`config.mk`:
```
export PLATFORM = sky130hd
export DESIGN_NAME = mct_cfg_regs
export DESIGN_NICKNAME = d
export VERILOG_FILES = /design/src/design/assert_macros.svh /design/src/design/mct_pkg.sv /design/src/design/mct_cfg_regs.sv
export SDC_FILE = /design/constraint.sdc
export NUM_CORES = 1
export LEC_CHECK = 0
export ABC_CLOCK_PERIOD_IN_PS = 2000
export BUFFER_PORTS_ARGS = -buffer_cell sky130_fd_sc_hd__buf_2
export CAP_MARGIN = 40
export CORE_UTILIZATION = 30
export DETAILED_ROUTE_END_ITERATION = 8
export SLEW_MARGIN = 20
export SYNTH_ARGS = -nofsm -noshare
export SYNTH_HDL_FRONTEND = slang
export SYNTH_SLANG_ARGS = --single-unit
```
`constraint.sdc`:
```
create_clock -name clk -period 2 [get_ports clk]
set_input_delay 0.3 -clock clk [delete_from_list [all_inputs] [get_ports clk]]
set_output_delay 0.3 -clock clk [all_outputs]
set_load 0.05 [all_outputs]
```
`src/design/assert_macros.svh`:
```
// Assertion macros shared by the cursor tracker RTL.
// Expects clk and rst_n in the scope of each use.
`ifndef ASSERT_MACROS_SVH
`define ASSERT_MACROS_SVH

// Check a property on every clock edge outside reset
`define ASSERT_CLK(label, prop, msg) \
  label: assert property (@(posedge clk) disable iff (!rst_n) prop) else $error(msg);

// Check a property on every clock edge, reset cycles included
`define ASSERT_ALWAYS(label, prop, msg) \
  label: assert property (@(posedge clk) prop) else $error(msg);

`endif

```
`src/design/mct_pkg.sv`:
```
// Shared types, codes and helpers for the mouse cursor tracker.
// No dependencies; used by every module of the block.
package mct_pkg;

  // Event codes
  localparam logic [1:0] ACT_PREPARE = 2'd0;
  localparam logic [1:0] ACT_MOVE    = 2'd1;
  localparam logic [1:0] ACT_SET     = 2'd2;
  localparam logic [1:0] ACT_GOTO    = 2'd3;

  // Cursor modes (code three behaves as system mode)
  localparam logic [1:0] MODE_ABS = 2'd0;
  localparam logic [1:0] MODE_REL = 2'd1;
  localparam logic [1:0] MODE_SYS = 2'd2;

  // Configuration register indexes
  localparam logic [2:0] REG_ACCEL_MODE     = 3'd0;
  localparam logic [2:0] REG_THRESHOLD_LOW  = 3'd1;
  localparam logic [2:0] REG_THRESHOLD_HIGH = 3'd2;
  localparam logic [2:0] REG_CURSOR_MODE    = 3'd3;
  localparam logic [2:0] REG_WATCHED_MOUSE  = 3'd4;
  localparam logic [2:0] REG_MAX_X          = 3'd5;
  localparam logic [2:0] REG_MAX_Y          = 3'd6;
  localparam logic [2:0] REG_SCALE_RECIP    = 3'd7;

  // Reset values
  localparam logic [15:0] MAX_X_RST = 16'd1023;
  localparam logic [15:0] MAX_Y_RST = 16'd767;
  localparam logic [15:0] ONE_Q14   = 16'd16384;

  // Widths: accelerated delta (x4 of 16 bits) and scaled value
  localparam int ACC_W = 18;
  localparam int SCL_W = 21;
  localparam int FRAC_W = 14;

  typedef struct packed {
    logic [1:0]  accel_mode;
    logic [15:0] threshold_low;
    logic [15:0] threshold_high;
    logic [1:0]  cursor_mode;
    logic [7:0]  watched_mouse;
    logic [15:0] max_x;
    logic [15:0] max_y;
    logic [15:0] scale_recip;
  } cfg_t;

  typedef struct packed {
    logic [1:0]         action;
    logic [7:0]         mouse_id;
    logic [1:0]         axis;
    logic signed [15:0] delta;
    logic signed [15:0] pos_x;
    logic signed [15:0] pos_y;
  } in_item_t;

  // Clamp a signed value to 0..hi
  function automatic logic [31:0] clamp_pos(logic signed [32:0] v, logic [15:0] hi);
    logic [31:0] r;
    if (v[32]) begin
      r = '0;
    end else if (v > $signed({17'd0, hi})) begin
      r = {16'd0, hi};
    end else begin
      r = v[31:0];
    end
    return r;
  endfunction

  // Saturate a 33-bit signed sum to 32 bits
  function automatic logic [31:0] sat32(logic signed [32:0] v);
    logic [31:0] r;
    if (v[32] != v[31]) begin
      r = v[32] ? 32'h8000_0000 : 32'h7fff_ffff;
    end else begin
      r = v[31:0];
    end
    return r;
  endfunction

endpackage

```
`src/design/mct_cfg_regs.sv`:
```
// Configuration register file of the mouse cursor tracker.
// Depends on mct_pkg for register indexes, reset values and cfg_t.
module mct_cfg_regs
  import mct_pkg::*;
(
  input  logic        clk,
  input  logic        rst_n,
  input  logic        wr_en,
  input  logic [2:0]  wr_index,
  input  logic [15:0] wr_data,
  output cfg_t        cfg
);

  cfg_t cfg_r;

  // Load one register per write word
  always_ff @(posedge clk) begin
    if (!rst_n) begin
      cfg_r.accel_mode     <= 2'd0;
      cfg_r.threshold_low  <= 16'd0;
      cfg_r.threshold_high <= 16'd0;
      cfg_r.cursor_mode    <= MODE_ABS;
      cfg_r.watched_mouse  <= 8'd0;
      cfg_r.max_x          <= MAX_X_RST;
      cfg_r.max_y          <= MAX_Y_RST;
      cfg_r.scale_recip    <= ONE_Q14;
    end else if (wr_en) begin
      case (wr_index)
        REG_ACCEL_MODE:     cfg_r.accel_mode     <= wr_data[1:0];
        REG_THRESHOLD_LOW:  cfg_r.threshold_low  <= wr_data;
        REG_THRESHOLD_HIGH: cfg_r.threshold_high <= wr_data;
        REG_CURSOR_MODE:    cfg_r.cursor_mode    <= wr_data[1:0];
        REG_WATCHED_MOUSE:  cfg_r.watched_mouse  <= wr_data[7:0];
        REG_MAX_X:          cfg_r.max_x          <= wr_data;
        REG_MAX_Y:          cfg_r.max_y          <= wr_data;
        REG_SCALE_RECIP:    cfg_r.scale_recip    <= wr_data;
        default: ;
      endcase
    end
  end

  assign cfg = cfg_r;

endmodule

```
# Yosys cells after proc, flatten, opt, wreduce, memory -nomap -nowiden
# Cells that the tools add are included.
[word_totals]
ff_bits = 92
input_bits = 22
output_inout_bits = 92
wordCells = 24
[classes]
eq_ne = 7
n_reduce_logical = 9
[ops]
columns = ["op", "n"]
rows = [
  ["$reduce_and 2->1", 8],
  ["$eq 3x3->1 const B", 4],
  ["$eq 3x2->1 const B", 2],
  ["$eq 3x1->1 const B", 1],
  ["$logic_not 3->1", 1],
]

# Logic depth before layout (Yosys ltp)
# Gate-level depths: netlist of run 1.
[depth]
ltp_word = 2
mapped_depth = 4
depth_no_buf = 2

# Worst setup path before layout of run 1
# Ideal clock, no wire load.
[synth_timing]
path_type = "input port to flip-flop"
startpoint = "input wr_index[2]"
endpoint = "register cfg_r (netlist bit cfg[63])"
setup_time_ns = 0.072
t_arrival_ns = 1.016
required_time_ns = 1.928
path_slack_ns = 0.912
cell_stages = 4
n_path_buf = 2
cell_sequence = "and4bb_2 -> buf_6 -> buf_8 -> mux2i_1"
[synth_via]
elab_chain_len = 2
[synth_lines]
columns = ["element", "line_no", "text"]
rows = [
  ["start: declaration", "mct_cfg_regs.sv:9", "input logic [2:0] wr_index,"],
  ["$eq 3x2->1", "mct_cfg_regs.sv:28", "case (wr_index)"],
  ["$reduce_and 2->1 (no line)", "-", ""],
  ["end: declaration", "mct_cfg_regs.sv:14", "cfg_t cfg_r;"],
]
# Every way passes these cells.
# A chain may end at the register's enable or synchronous reset.

# Worst setup path in the final report of run 1
[layout_timing]
startpoint = "register cfg_r (netlist bit cfg[58])"
endpoint = "output cfg[58] (netlist name)"
[layout_rtl]
columns = ["element", "line_no", "text"]
rows = [
  ["end: declaration", "mct_cfg_regs.sv:11", "output cfg_t cfg"],
]
# No word-level cell between the ends.

==> results of run 1 <==
placed cells by master (no fill, tap or decap):
| cell type | synthesis | final |
|---|---|---|
| clkbuf_16 | 0 | 9 |
| nor4b_1 | 1 | 1 |
| buf_2 | 3 | 112 |
| and4b_1 | 1 | 1 |
| dfxtp_1 | 92 | 92 |
| and4bb_2 | 1 | 1 |
| nand2_1 | 88 | 88 |
| clkinv_2 | 0 | 3 |
| buf_12 | 0 | 1 |
| nor2b_1 | 31 | 31 |
| nand4_2 | 1 | 1 |
| buf_4 | 4 | 9 |
| nand4bb_1 | 2 | 2 |
| nand4b_1 | 2 | 2 |
| inv_6 | 0 | 1 |
| bufinv_16 | 0 | 1 |
| mux2i_1 | 92 | 92 |
worst min-delay path by stage:
stage                                       to  slack (ns)  depth (start not counted)
final                     cfg[14]$_SDFFE_PN1P_        0.24                          3
after floorplan           cfg[14]$_SDFFE_PN1P_        0.46                          2
after CTS                 cfg[14]$_SDFFE_PN1P_        0.23                          3
after global routing      cfg[14]$_SDFFE_PN1P_        0.24                          3
after global placement    cfg[47]$_SDFFE_PN0P_        0.44                          2
after detailed placement  cfg[44]$_SDFFE_PN0P_        0.45                          2
synthesized netlist by cell type:
cell type / number
nand4bb_1: 2
nor4b_1: 1
nand4b_1: 2
mux2i_1: 92
nor2b_1: 31
and4b_1: 1
buf_4: 4
nand2_1: 88
and4bb_2: 1
nand4_2: 1
dfxtp_1: 92
clkbuf_1: 9
buf_2: 3
buf_8: 1
buf_6: 4
buf_1: 2
power by group through the flow:
stage / logic [mW] / clock network (mW) / registers, mW
after floorplan: 0.140 / 0 / 2.07
after global placement: 0.391 / 0 / 1.93
after detailed placement: 0.397 / 0 / 1.94
final: 0.393 / 1.63 / 1.89
after global routing: 0.420 / 1.77 / 1.90
after CTS: 0.397 / 1.67 / 1.89
cell type report:
class / instances / area, µm² / area share [%]
Sequential cell: 92 / 1840 / 41.1
Clock inverter: 5 / 53.8 / 1.20
Multi-Input combinational cell: 219 / 1530 / 34.2
Tap cell: 143 / 179 / 4.00
Clock buffer: 9 / 225 / 5.03
Timing Repair Buffer: 122 / 648 / 14.5
worst min-delay path: cells and delay by family:
kind,cells,cell delay [ns]
AND/OR/NAND/NOR,1,0.04
multiplexers,1,0.10
buffers and inverters,1,0.09
layer usage:
metal	global-route usage, %	vias to the layer above	share of wire [%]
met4	6.67	0	2.3
met2	22.3	62	45
li1	-	1318	-
met1	19.9	1277	48
met3	3.82	15	4.4
met5	0	-	0
per-stage QoR:
stage	cells	setup slack, ns	hold WS (ns)	power (mW)	utilization, %
finish	590	0.736	0.236	3.92	39.2
global route	590	0.685	0.236	4.09	39.2
CTS	590	0.725	0.232	3.97	39.2
detailed placement	576	0.493	0.450	2.33	36.8
global placement	576	0.561	0.440	2.32	36.8
floorplan	334	0.912	0.460	2.21	-
cell families (layout without fill, tap and decap cells):
kind of cell | Yosys count | in the layout | share of synthesized area [%]
simple gates | 127 | 127 | 17.3
buf+inv | 23 | 136 | 4.16
flops | 92 | 92 | 52.4
mux | 92 | 92 | 26.2
==> metrics.md, run 1 <==
| Metric | Value |
|---|---|
| Rel. slew slack | 60.4% |
| CP bufs+invs | 1 |
| Slew @ Worst Pin | 0.586 ns |
| Max Transition Viols Final | 0 |
| Switching part of the total power | 25.1% |
| Die area | between 0.01 and 0.015 mm² |
| Clk root buf | clkbuf_16 |
| Post-CTS sizing | 0 |
| Worst reg2reg endpoint | cfg[20]$_SDFFE_PN1P_ |
| Share of cells above drive strength 1 | 30.9% |
| Slowest CP cell | dfxtp_1 |
| Status | finished, final reports clean |
| Ys Warns | 0 |
| Antenna cells | 0 |
| PortBufs | 113 |
| Die H | 110 µm |
| Synthesized flop and latch total | between 90 and 100 |
| Beginning of the critical path | cfg[58]$_SDFFE_PN0P_ |
| PwrDens | about 900 mW/mm² |
| Seq pwr share | 48.3% |
| Gate Count Post-Synth | 334 |
| CP Capture Type | output pin |
| Vias | 2672 |
| Syn Area/Cell | 10.5 µm² |
| Vias in the first global route | approximately 2400 |
| CP Cell Sequence | buf_2 |
| Initial antenna violation count | 0 |
| Clk slew on worst S/H paths | 0.06 ns |
| Io pins | 114 |
| Worst VDD drop | 0.420 mV |
| Mapped Area | 0.00352 mm² |
| Drt first pass iters | 4 |
| Period minus WS final | 1.26 ns |
| DR WL/cell | 15.2 µm |
| Syn nets | 356 |
| Internal power | a little under 3 mW |
| Design Area, Final | 0.00448 mm² |
| Flop2flop setup slack | 1.37 ns |
| Post-CTS Setup Bufs | 0 |
| Final Hold Fails | 0 |
| CTS H-tree depth | 3 |
| Largest stage delay, worst path | 0.35 ns |
| WP data required | 1.70 ns |
| Critical path endpoint | cfg[58] |
| Seq/Total Area, Yosys | 52.4% |
| Global-route wire length before repair | 13.1 mm |
| Final setup vio count | 0 |
| Nets | approximately 470 |
| Crit-path max FO | 2 |
| Worst clock skew | 0 ns |
| CP top delay family | flip-flops |
| Starting Density | 30.8% |
| Max cap viols | 0 |
| HP Start | wr_data[14] |
| Cell type with the largest total area after synthesis | dfxtp_1 |
| RSZ-0062 raised after global routing | no |
| Top-area cell type share of the netlist area | roughly 52% |
| Leak | 2.24 nW |
| Clock power frac | 41.6% |
| Clock Latency Late Sink | 0.33 ns |
| Netlist cell types | 16 |
| TritonCTS clock tree | built |
| Area grow syn2layout | 27.3% |
| GRT Overall Usage | 14.8% |
| Post-route DRC | 0 |
| TritonCTS Sinks | 92 |
| Detailed-route wire length | ~8.9 mm |
| Reg2Reg Launch Point | cfg[20]$_SDFFE_PN1P_ |
| Psw | 983 µW |
| Post-CTS Hold Fix Bufs | 0 |
| FP Rows | 39 |
| Cts bufs inserted | 9 |
| Vias/cell | 4.53 |
| Fmax | 0.791 GHz |
| Critical path depth | 1 |
| Crit path arrival time | 0.96 ns |
| Clk buf depth | 2 |
| Largest register FFs | 92 |
| Largest cells by area after synthesis | dfxtp_1 52%, mux2i_1 26%, nand2_1 9.4% |
| RD Place Congestion | about 0.74 |
| CP Class | flop to output pin |
| Total grt overflow | 0 |
| Hold crit path type | input port to flop |
| Iter 0 DRT Violations | 113 |
| Fillers | 1148 |
| R2R depth | 2 |
| Largest net degree at the start of global routing | 51 |
| Core Region | around 0.011 mm² |
| Fin Setup TNS | 0 ns |
| Die Width | ~110 µm |
| Routed Antenna Nets | 0 |
| Comb pwr share | 10.0% |
| Startpoint Class | flop |
| Area after DPL | 0.00420 mm² |
| Fin crit share | 63.2% |
| Hpwl dp | 6.32 mm |
Note: power is estimated with default switching activity, not from simulation.
==> run 2, diff against run 1 <==
--- a/config.mk
+++ b/config.mk
@@ -5,7 +5,8 @@
 export SDC_FILE = /design/constraint.sdc
 export NUM_CORES = 1
 export LEC_CHECK = 0
-export ABC_CLOCK_PERIOD_IN_PS = 2000
+export ABC_AREA = 1
+export ABC_CLOCK_PERIOD_IN_PS = 1190
 export BUFFER_PORTS_ARGS = -buffer_cell sky130_fd_sc_hd__buf_2
 export CAP_MARGIN = 40
 export CORE_UTILIZATION = 30
==> constraint.sdc (replaced) <==
create_clock -name clk -period 1.19 [get_ports clk]
set_input_delay 0.1785 -clock clk [delete_from_list [all_inputs] [get_ports clk]]
set_output_delay 0.1785 -clock clk [all_outputs]
set_load 0.05 [all_outputs]
==> run 2 against run 1 <==
Compared with the run above: non-clock buffer count rose by 6; via count is 31% higher; synthesized cell count up 52%; first-iteration DRC count grew 47%; worst hold slack worse by 0.16 ns; critical endpoint is now cfg[24].
==> metrics.md, run 2 <==
| Metric | Value |
|---|---|
| TritonCTS clock tree | built |
| Fmax | about 0.87 GHz |
| Largest stage delay, worst path | 0.36 ns (about the same) |
| Routed Antenna Nets | 0 (unchanged) |
| Area after DPL | 0.00438 mm² (+4.3%) |
| Clock Latency Late Sink | 0.33 ns (about the same) |
| Slowest CP cell | dfxtp_1 |
| RD Place Congestion | 0.777 (+5.5%) |
| Main combinational cell family by area after synthesis | simple AND/OR/NAND/NOR gates |
| CTS H-tree depth | 3 (unchanged) |
| Synth Area in Adders | 0% (unchanged) |
| WP data required | 1.01 ns (-0.69 ns) |
| Ys Warns | 0 (unchanged) |
| CP Cell Sequence | buf_2 |
| TritonCTS Sinks | 92 (unchanged) |
| Vias in the first global route | 3327 (+38%) |
| Io pins | 114 (unchanged) |
| Total grt overflow | 0 (unchanged) |
| Largest net degree at the start of global routing | 54 (+5.9%) |
| Global-route wire length before repair | 16.9 mm (+28%) |
| Die H | 111 µm (+0.24%) |
| Leading cell types in the layout, fill and taps excluded | 150 x nor2_1, 133 x nand2_1, 111 x buf_2 |
| Detailed-route wire length | 10.5 mm (+17%) |
| Switching part of the total power | 28.7% (+3.6 points) |
| Post-route DRC | 0 (unchanged) |
| EDFF count, synth | 0 (unchanged) |
| Cts bufs inserted | 9 (unchanged) |
| Largest register FFs | 92 (unchanged) |
| Routed met2 length | 4.78 mm (+18%) |
| Mapped Area | 0.00353 mm² (+0.50%) |
| Antenna cells | 0 (unchanged) |
| Final Hold Fails | 0 (unchanged) |
| Nets | 643 (+38%) |
| Status | finished, final reports clean |
| Psw | 1.96 mW (+99%) |
| Initial antenna violation count | 1 (+1) |
| Crit path arrival time | 0.97 ns (about the same) |
| Top-area cell type share of the netlist area | 52.1% (-0.26 points) |
| Rel. slew slack | 64.3% (+3.9 points) |
| Largest cells by area after synthesis | dfxtp_1 52%, nor2_1 16%, nand2_1 14% |
| CP top delay family | flip-flops |
| Simple-gate share of the synthesized area | 42.1% (+25 points) |
| Crit-path max FO | 2 (unchanged) |
| XOR/XNOR Fraction of Synth Area | 0% (unchanged) |
| Internal power | 4.86 mW (+66%) |
| Clk slew on worst S/H paths | 0.06 ns (about the same) |
| Synth Area in Compound Gates | 0.142% (+0.14 points) |
| Startpoint Class | flop |
| Leak | 2.29 nW (+2.2%) |
| CP Capture Type | output pin |
| Most common cell in the synthesized netlist | nor2_1 |
| Starting Density | 30.8% (about the same) |
| Die area | 0.0122 mm² (+0.49%) |
| CP Class | flop to output pin |
| Multiplexer share of the synthesized area | 0% (-26 points) |
| Iter 0 DRT Violations | 166 (+47%) |
| Gate Count Post-Synth | 508 (+52%) |
| Max Transition Viols Final | 0 (unchanged) |
| Vias/cell | 4.55 (+0.43%) |
| PwrDens | 1470 mW/mm² (+68%) |
| Worst VDD drop | 0.578 mV (+38%) |
| Area grow syn2layout | 31.2% |
| Clk buf depth | 2 (unchanged) |
| PortBufs | 113 (unchanged) |
| Seq pwr share | 47.6% (-0.7 points) |
| Fin crit share | roughly 96% |
| Top_reg_cell synth | dfxtp_1 |
| Comb pwr share | 15.4% (+5.4 points) |
| DR WL/cell | 13.6 µm (-10%) |
| Worst clock skew | 0 ns (unchanged) |
| Highest metal used | met4 |
| Synthesized flop and latch total | 92 (unchanged) |
| Fin Setup TNS | 0 ns (unchanged) |
| CP bufs+invs | 1 (unchanged) |
| Period minus WS final | around 1.1 ns |
| Wl on met1 | 4.89 mm (+14%) |
| Most instantiated cells after synthesis | 151 x nor2_1, 133 x nand2_1, 92 x dfxtp_1 |
| Drt first pass iters | 4 (unchanged) |
| Design Area, Final | 0.00464 mm² (+3.5%) |
| Layout Utilization | 40.4% (+1.2 points) |
| Clock power frac | 37.0% (-4.6 points) |
| Core Region | 0.0115 mm² (+0.43%) |
| Share of cells above drive strength 1 | 24.0% (-6.9 points) |
| Hpwl dp | 7.44 mm (+18%) |
| Syn nets | 530 (+49%) |
| RSZ-0062 raised after global routing | no |
| Wire length on met3 | 680 µm (+73%) |
| Synth async-reset ratio | 0% (unchanged) |
| Vias | 3493 (+31%) |
| Post-CTS Setup Bufs | 0 (unchanged) |
| Commonest non-fill, non-tap cell in the layout | nor2_1 |
| FP Rows | 39 (unchanged) |
| GRT Overall Usage | 17.5% (+2.6 points) |
| Seq/Total Area, Yosys | 52.1% (-0.26 points) |
| Post-CTS Hold Fix Bufs | 0 (unchanged) |
| Clk root buf | clkbuf_16 |
| Hold crit path type | input port to flop |
| Netlist cell types | 11 (-5) |
| Flop2flop setup slack | 0.58 ns (-0.79 ns) |
| Slew @ Worst Pin | 0.534 ns (-0.0522 ns) |
| Final setup vio count | 0 (unchanged) |
| Fillers | 1205 (+5.0%) |
| Cell type with the largest total area after synthesis | dfxtp_1 |
| Worst hold slack | 0.0786 ns (-0.157 ns) |
| Syn Area/Cell | 6.96 µm² (-34%) |
| Max cap viols | 0 (unchanged) |
| Die Width | 111 µm (+0.24%) |
-- run 2: cell count changes after synthesis, sizes merged, moves of 22 or more --
cell / previous run / this run
inv: 0 / 22
nand3: 0 / 77
mux2i: 92 / 0
nor2: 0 / 156
nand2: 88 / 134
nor2b: 31 / 0
-- run 2: path summary, 6_finish.rpt --
kind,startpoint,end,cells past startpoint
min reg2reg,cfg[37]$_SDFFE_PN1P_,cfg[37]$_SDFFE_PN1P_,2
max,cfg[24]$_SDFFE_PN0P_,cfg[24],1
max reg2reg,cfg[89]$_SDFFE_PN0P_,cfg[89]$_SDFFE_PN0P_,2
min,wr_data[14],cfg[14]$_SDFFE_PN1P_,3
-- run 2: power by group through the flow --
| stage | clock network, mW | registers [mW] | logic (mW) |
|---|---|---|---|
| floorplan | 0 | 3.69 | 0.357 |
| global placement | 0 | 3.32 | 1.04 |
| detailed placement | 0 | 3.32 | 1.05 |
| CTS | 2.59 | 3.25 | 1.05 |
| global route | 2.74 | 3.26 | 1.13 |
| finish | 2.52 | 3.25 | 1.05 |
-- run 2: area by class of cell --
cell class	count	area, µm²	share of cell area (%)
sequential	92	1840	39.7
multi-input combinational	368	1500	32.3
timing repair buffer	128	783	16.9
clock buffer	13	240	5.18
tap	143	179	3.86
inverter	22	82.6	1.78
clock inverter	2	12.5	0.270
-- run 2: repair_timing --
item	in CTS	in global routing
setup endpoints to repair	0	2
resized for setup	0	2
hold endpoints to repair	0	0
-- run 2: kinds of logic after synthesis --
family / count (synthesis)
DFF: 92
and+or+nand+nor: 367
buffers and inverters: 48
AOI/OAI and AO/OA: 1
-- run 2: routing by layer --
metal	global-route usage [%]	vias to the layer above
met2	28.0	127
met3	3.95	9
met4	5.87	0
li1	-	1794
met5	0	-
met1	23.1	1563
-- run 2: through the flow --
stage          setup WS, ns  instances  total power, mW
5_1_grt             0.00416        768             7.13
3_5_place_dp        -0.0557        753             4.37
6_report             0.0443        768             6.82
3_3_place_gp        -0.0250        753             4.36
2_1_floorplan         0.243        508             4.04
4_1_cts             0.00164        768             6.90
==> run 3, diff against run 2 <==
--- a/config.mk
+++ b/config.mk
@@ -11,6 +11,7 @@
 export CAP_MARGIN = 40
 export CORE_UTILIZATION = 30
 export DETAILED_ROUTE_END_ITERATION = 8
+export SETUP_SLACK_MARGIN = 0.15
 export SLEW_MARGIN = 20
 export SYNTH_ARGS = -nofsm -noshare
 export SYNTH_HDL_FRONTEND = slang
==> run 3 against run 2 <==
Compared with the run above: global-route usage up 0.74 points; fmax grew 11%; critical path type unchanged; sequential power grew 1%; routed wire length rose by 4.1%; design area increased by 16%.
==> metrics.md, run 3 (synthesis gave the netlist of run 2 again) <==
| Metric | Value |
|---|---|
| TritonCTS Sinks | 92 (unchanged) |
| Crit-path max FO | 2 (unchanged) |
| Post-route DRC | 0 (unchanged) |
| Fillers | 1124 (-6.7%) |
| Worst hold slack | 0.0802 ns (+0.00162 ns) |
| Leading cell types in the layout, fill and taps excluded | 150 x nor2_1, 133 x nand2_1, 89 x dfxtp_2 |
| CP bufs+invs | 1 (unchanged) |
| PwrDens | 1300 mW/mm² (-12%) |
| Drt first pass iters | 6 (+2) |
| Die area | 0.0122 mm² (unchanged) |
| Final Hold Fails | 0 (unchanged) |
| Post-CTS Hold Fix Bufs | 0 (unchanged) |
| Comb pwr share | 17.1% (+1.7 points) |
| Slowest CP cell | dfxtp_2 |
| Seq pwr share | 47.0% (-0.6 points) |
| Switching part of the total power | 28.4% (-0.32 points) |
| CP Capture Type | output pin |
| Clock power frac | 35.9% (-1.1 points) |
| DR WL/cell | 14.2 µm (+4.1%) |
| Clk root buf | clkbuf_16 |
| Worst clock skew | 0 ns (unchanged) |
| Vias/cell | 4.58 (+0.66%) |
| TritonCTS clock tree | built |
| CP Class | flop to output pin |
| Rel. slew slack | 63.5% (-0.74 points) |
| Vias | 3516 (+0.66%) |
| GRT Overall Usage | 18.2% (+0.74 points) |
| Iter 0 DRT Violations | 182 (+9.6%) |
| Share of cells above drive strength 1 | 38.7% (+15 points) |
| Leak | 2.46 nW (+7.4%) |
| Starting Density | 30.8% (unchanged) |
| Final setup vio count | 0 (unchanged) |
| Fmax | 0.972 GHz (+11%) |
| RSZ-0062 raised after global routing | yes |
| Global-route wire length before repair | 17.6 mm (+4.4%) |
| Largest stage delay, worst path | 0.36 ns (about the same) |
| Area grow syn2layout | 52.4% |
| R2R depth | 2 (unchanged) |
| Initial antenna violation count | 1 (unchanged) |
| Die Width | 111 µm (unchanged) |
| CP Cell Sequence | buf_8 |
| Worst VDD drop | 0.603 mV (+4.2%) |
| Max cap viols | 0 (unchanged) |
| Total grt overflow | 0 (unchanged) |
| CTS H-tree depth | 3 (unchanged) |
| Commonest non-fill, non-tap cell in the layout | nor2_1 |
| Routed Antenna Nets | 0 (unchanged) |
| Largest register FFs | 92 (unchanged) |
| Internal power | 5.02 mW (+3.2%) |
| Clk slew on worst S/H paths | 0.06 ns (about the same) |
| FP Rows | 39 (unchanged) |
| Nets | 643 (unchanged) |
| WP data required | 1.01 ns (about the same) |
| Critical path depth | 1 (unchanged) |
| Crit path arrival time | 0.85 ns (-0.12 ns) |
| Clk buf depth | 2 (unchanged) |
| Psw | 1.99 mW (+1.6%) |
| Hold crit path type | input port to flop |
| Period minus WS final | 1.03 ns (-0.117 ns) |
| Detailed-route wire length | 10.9 mm (+4.1%) |
| Hpwl dp | 7.44 mm (unchanged) |
| Fin crit share | 86.4% (-9.9 points) |
| Slew @ Worst Pin | 0.545 ns (+0.0111 ns) |
| Cts bufs inserted | 9 (unchanged) |
| Multi-input gate area | 0.00150 mm² (unchanged) |
| Largest net degree at the start of global routing | 54 (unchanged) |
| CP top delay family | flip-flops |
| Max Transition Viols Final | 0 (unchanged) |
| Startpoint Class | flop |
| Hold path depth | 3 (unchanged) |
| Die H | 111 µm (unchanged) |
| PortBufs | 113 (unchanged) |
| Vias in the first global route | 3466 (+4.2%) |
| Fin Setup TNS | 0 ns (unchanged) |
| RD Place Congestion | 0.777 (unchanged) |
| Clock Latency Late Sink | 0.33 ns (about the same) |
| Core Region | 0.0115 mm² (unchanged) |
| Antenna cells | 0 (unchanged) |
| Io pins | 114 (unchanged) |
| Status | finished, final reports clean |
| Register Area | 0.00196 mm² (+6.7%) |
## run 3: power groups by stage
stage	logic [mW]	registers, mW	clock network (mW)
floorplan	0.357	3.69	0
global placement	1.04	3.32	0
detailed placement	1.05	3.32	0
CTS	1.18	3.29	2.59
global route	1.28	3.30	2.74
finish	1.20	3.29	2.52
## run 3: cell type report
cell class / instances / area share [%]
Clock buffer: 13 / 4.46
Clock inverter: 2 / 0.232
Inverter: 22 / 1.53
Multi-Input combinational cell: 368 / 27.8
Tap cell: 143 / 3.32
Sequential cell: 92 / 36.5
Timing Repair Buffer: 128 / 26.2
## run 3: per-stage QoR
stage	utilization, %	total power, mW	worst slack, ns	area [µm²]	std cells
after floorplan	-	4.04	0.243	3530	508
after global placement	38.2	4.36	-0.0250	4380	753
after detailed placement	38.2	4.37	-0.0557	4380	753
after CTS	46.1	7.07	0.139	5280	768
after global routing	47.0	7.33	0.129	5390	768
final	47.0	7.01	0.162	5390	768
## run 3: repair_timing
| item | 4_1_cts | 5_1_grt |
|---|---|---|
| pin swaps | 0 | 0 |
| buffers inserted | 0 | 0 |
| gates resized for setup | 244 | 50 |
| setup endpoints to repair | 92 | 49 |
## run 3: final timing paths
| kind | from | to | slack, ns |
|---|---|---|---|
| max | cfg[25]$_SDFFE_PN1P_ | cfg[25] | 0.16 |
| min | wr_data[14] | cfg[14]$_SDFFE_PN1P_ | 0.08 |
| max reg2reg | cfg[91]$_SDFFE_PN0P_ | cfg[91]$_SDFFE_PN0P_ | 0.54 |
| min reg2reg | cfg[37]$_SDFFE_PN1P_ | cfg[37]$_SDFFE_PN1P_ | 0.46 |
## run 3: routing by layer
| layer | GRT usage [%] | share of wire [%] | vias to the layer above |
|---|---|---|---|
| li1 | - | - | 1791 |
| met1 | 23.3 | 46 | 1596 |
| met2 | 29.8 | 47 | 116 |
| met5 | 0 | 0 | - |
| met3 | 4.06 | 6.0 | 13 |
| met4 | 6.93 | 1.6 | 0 |
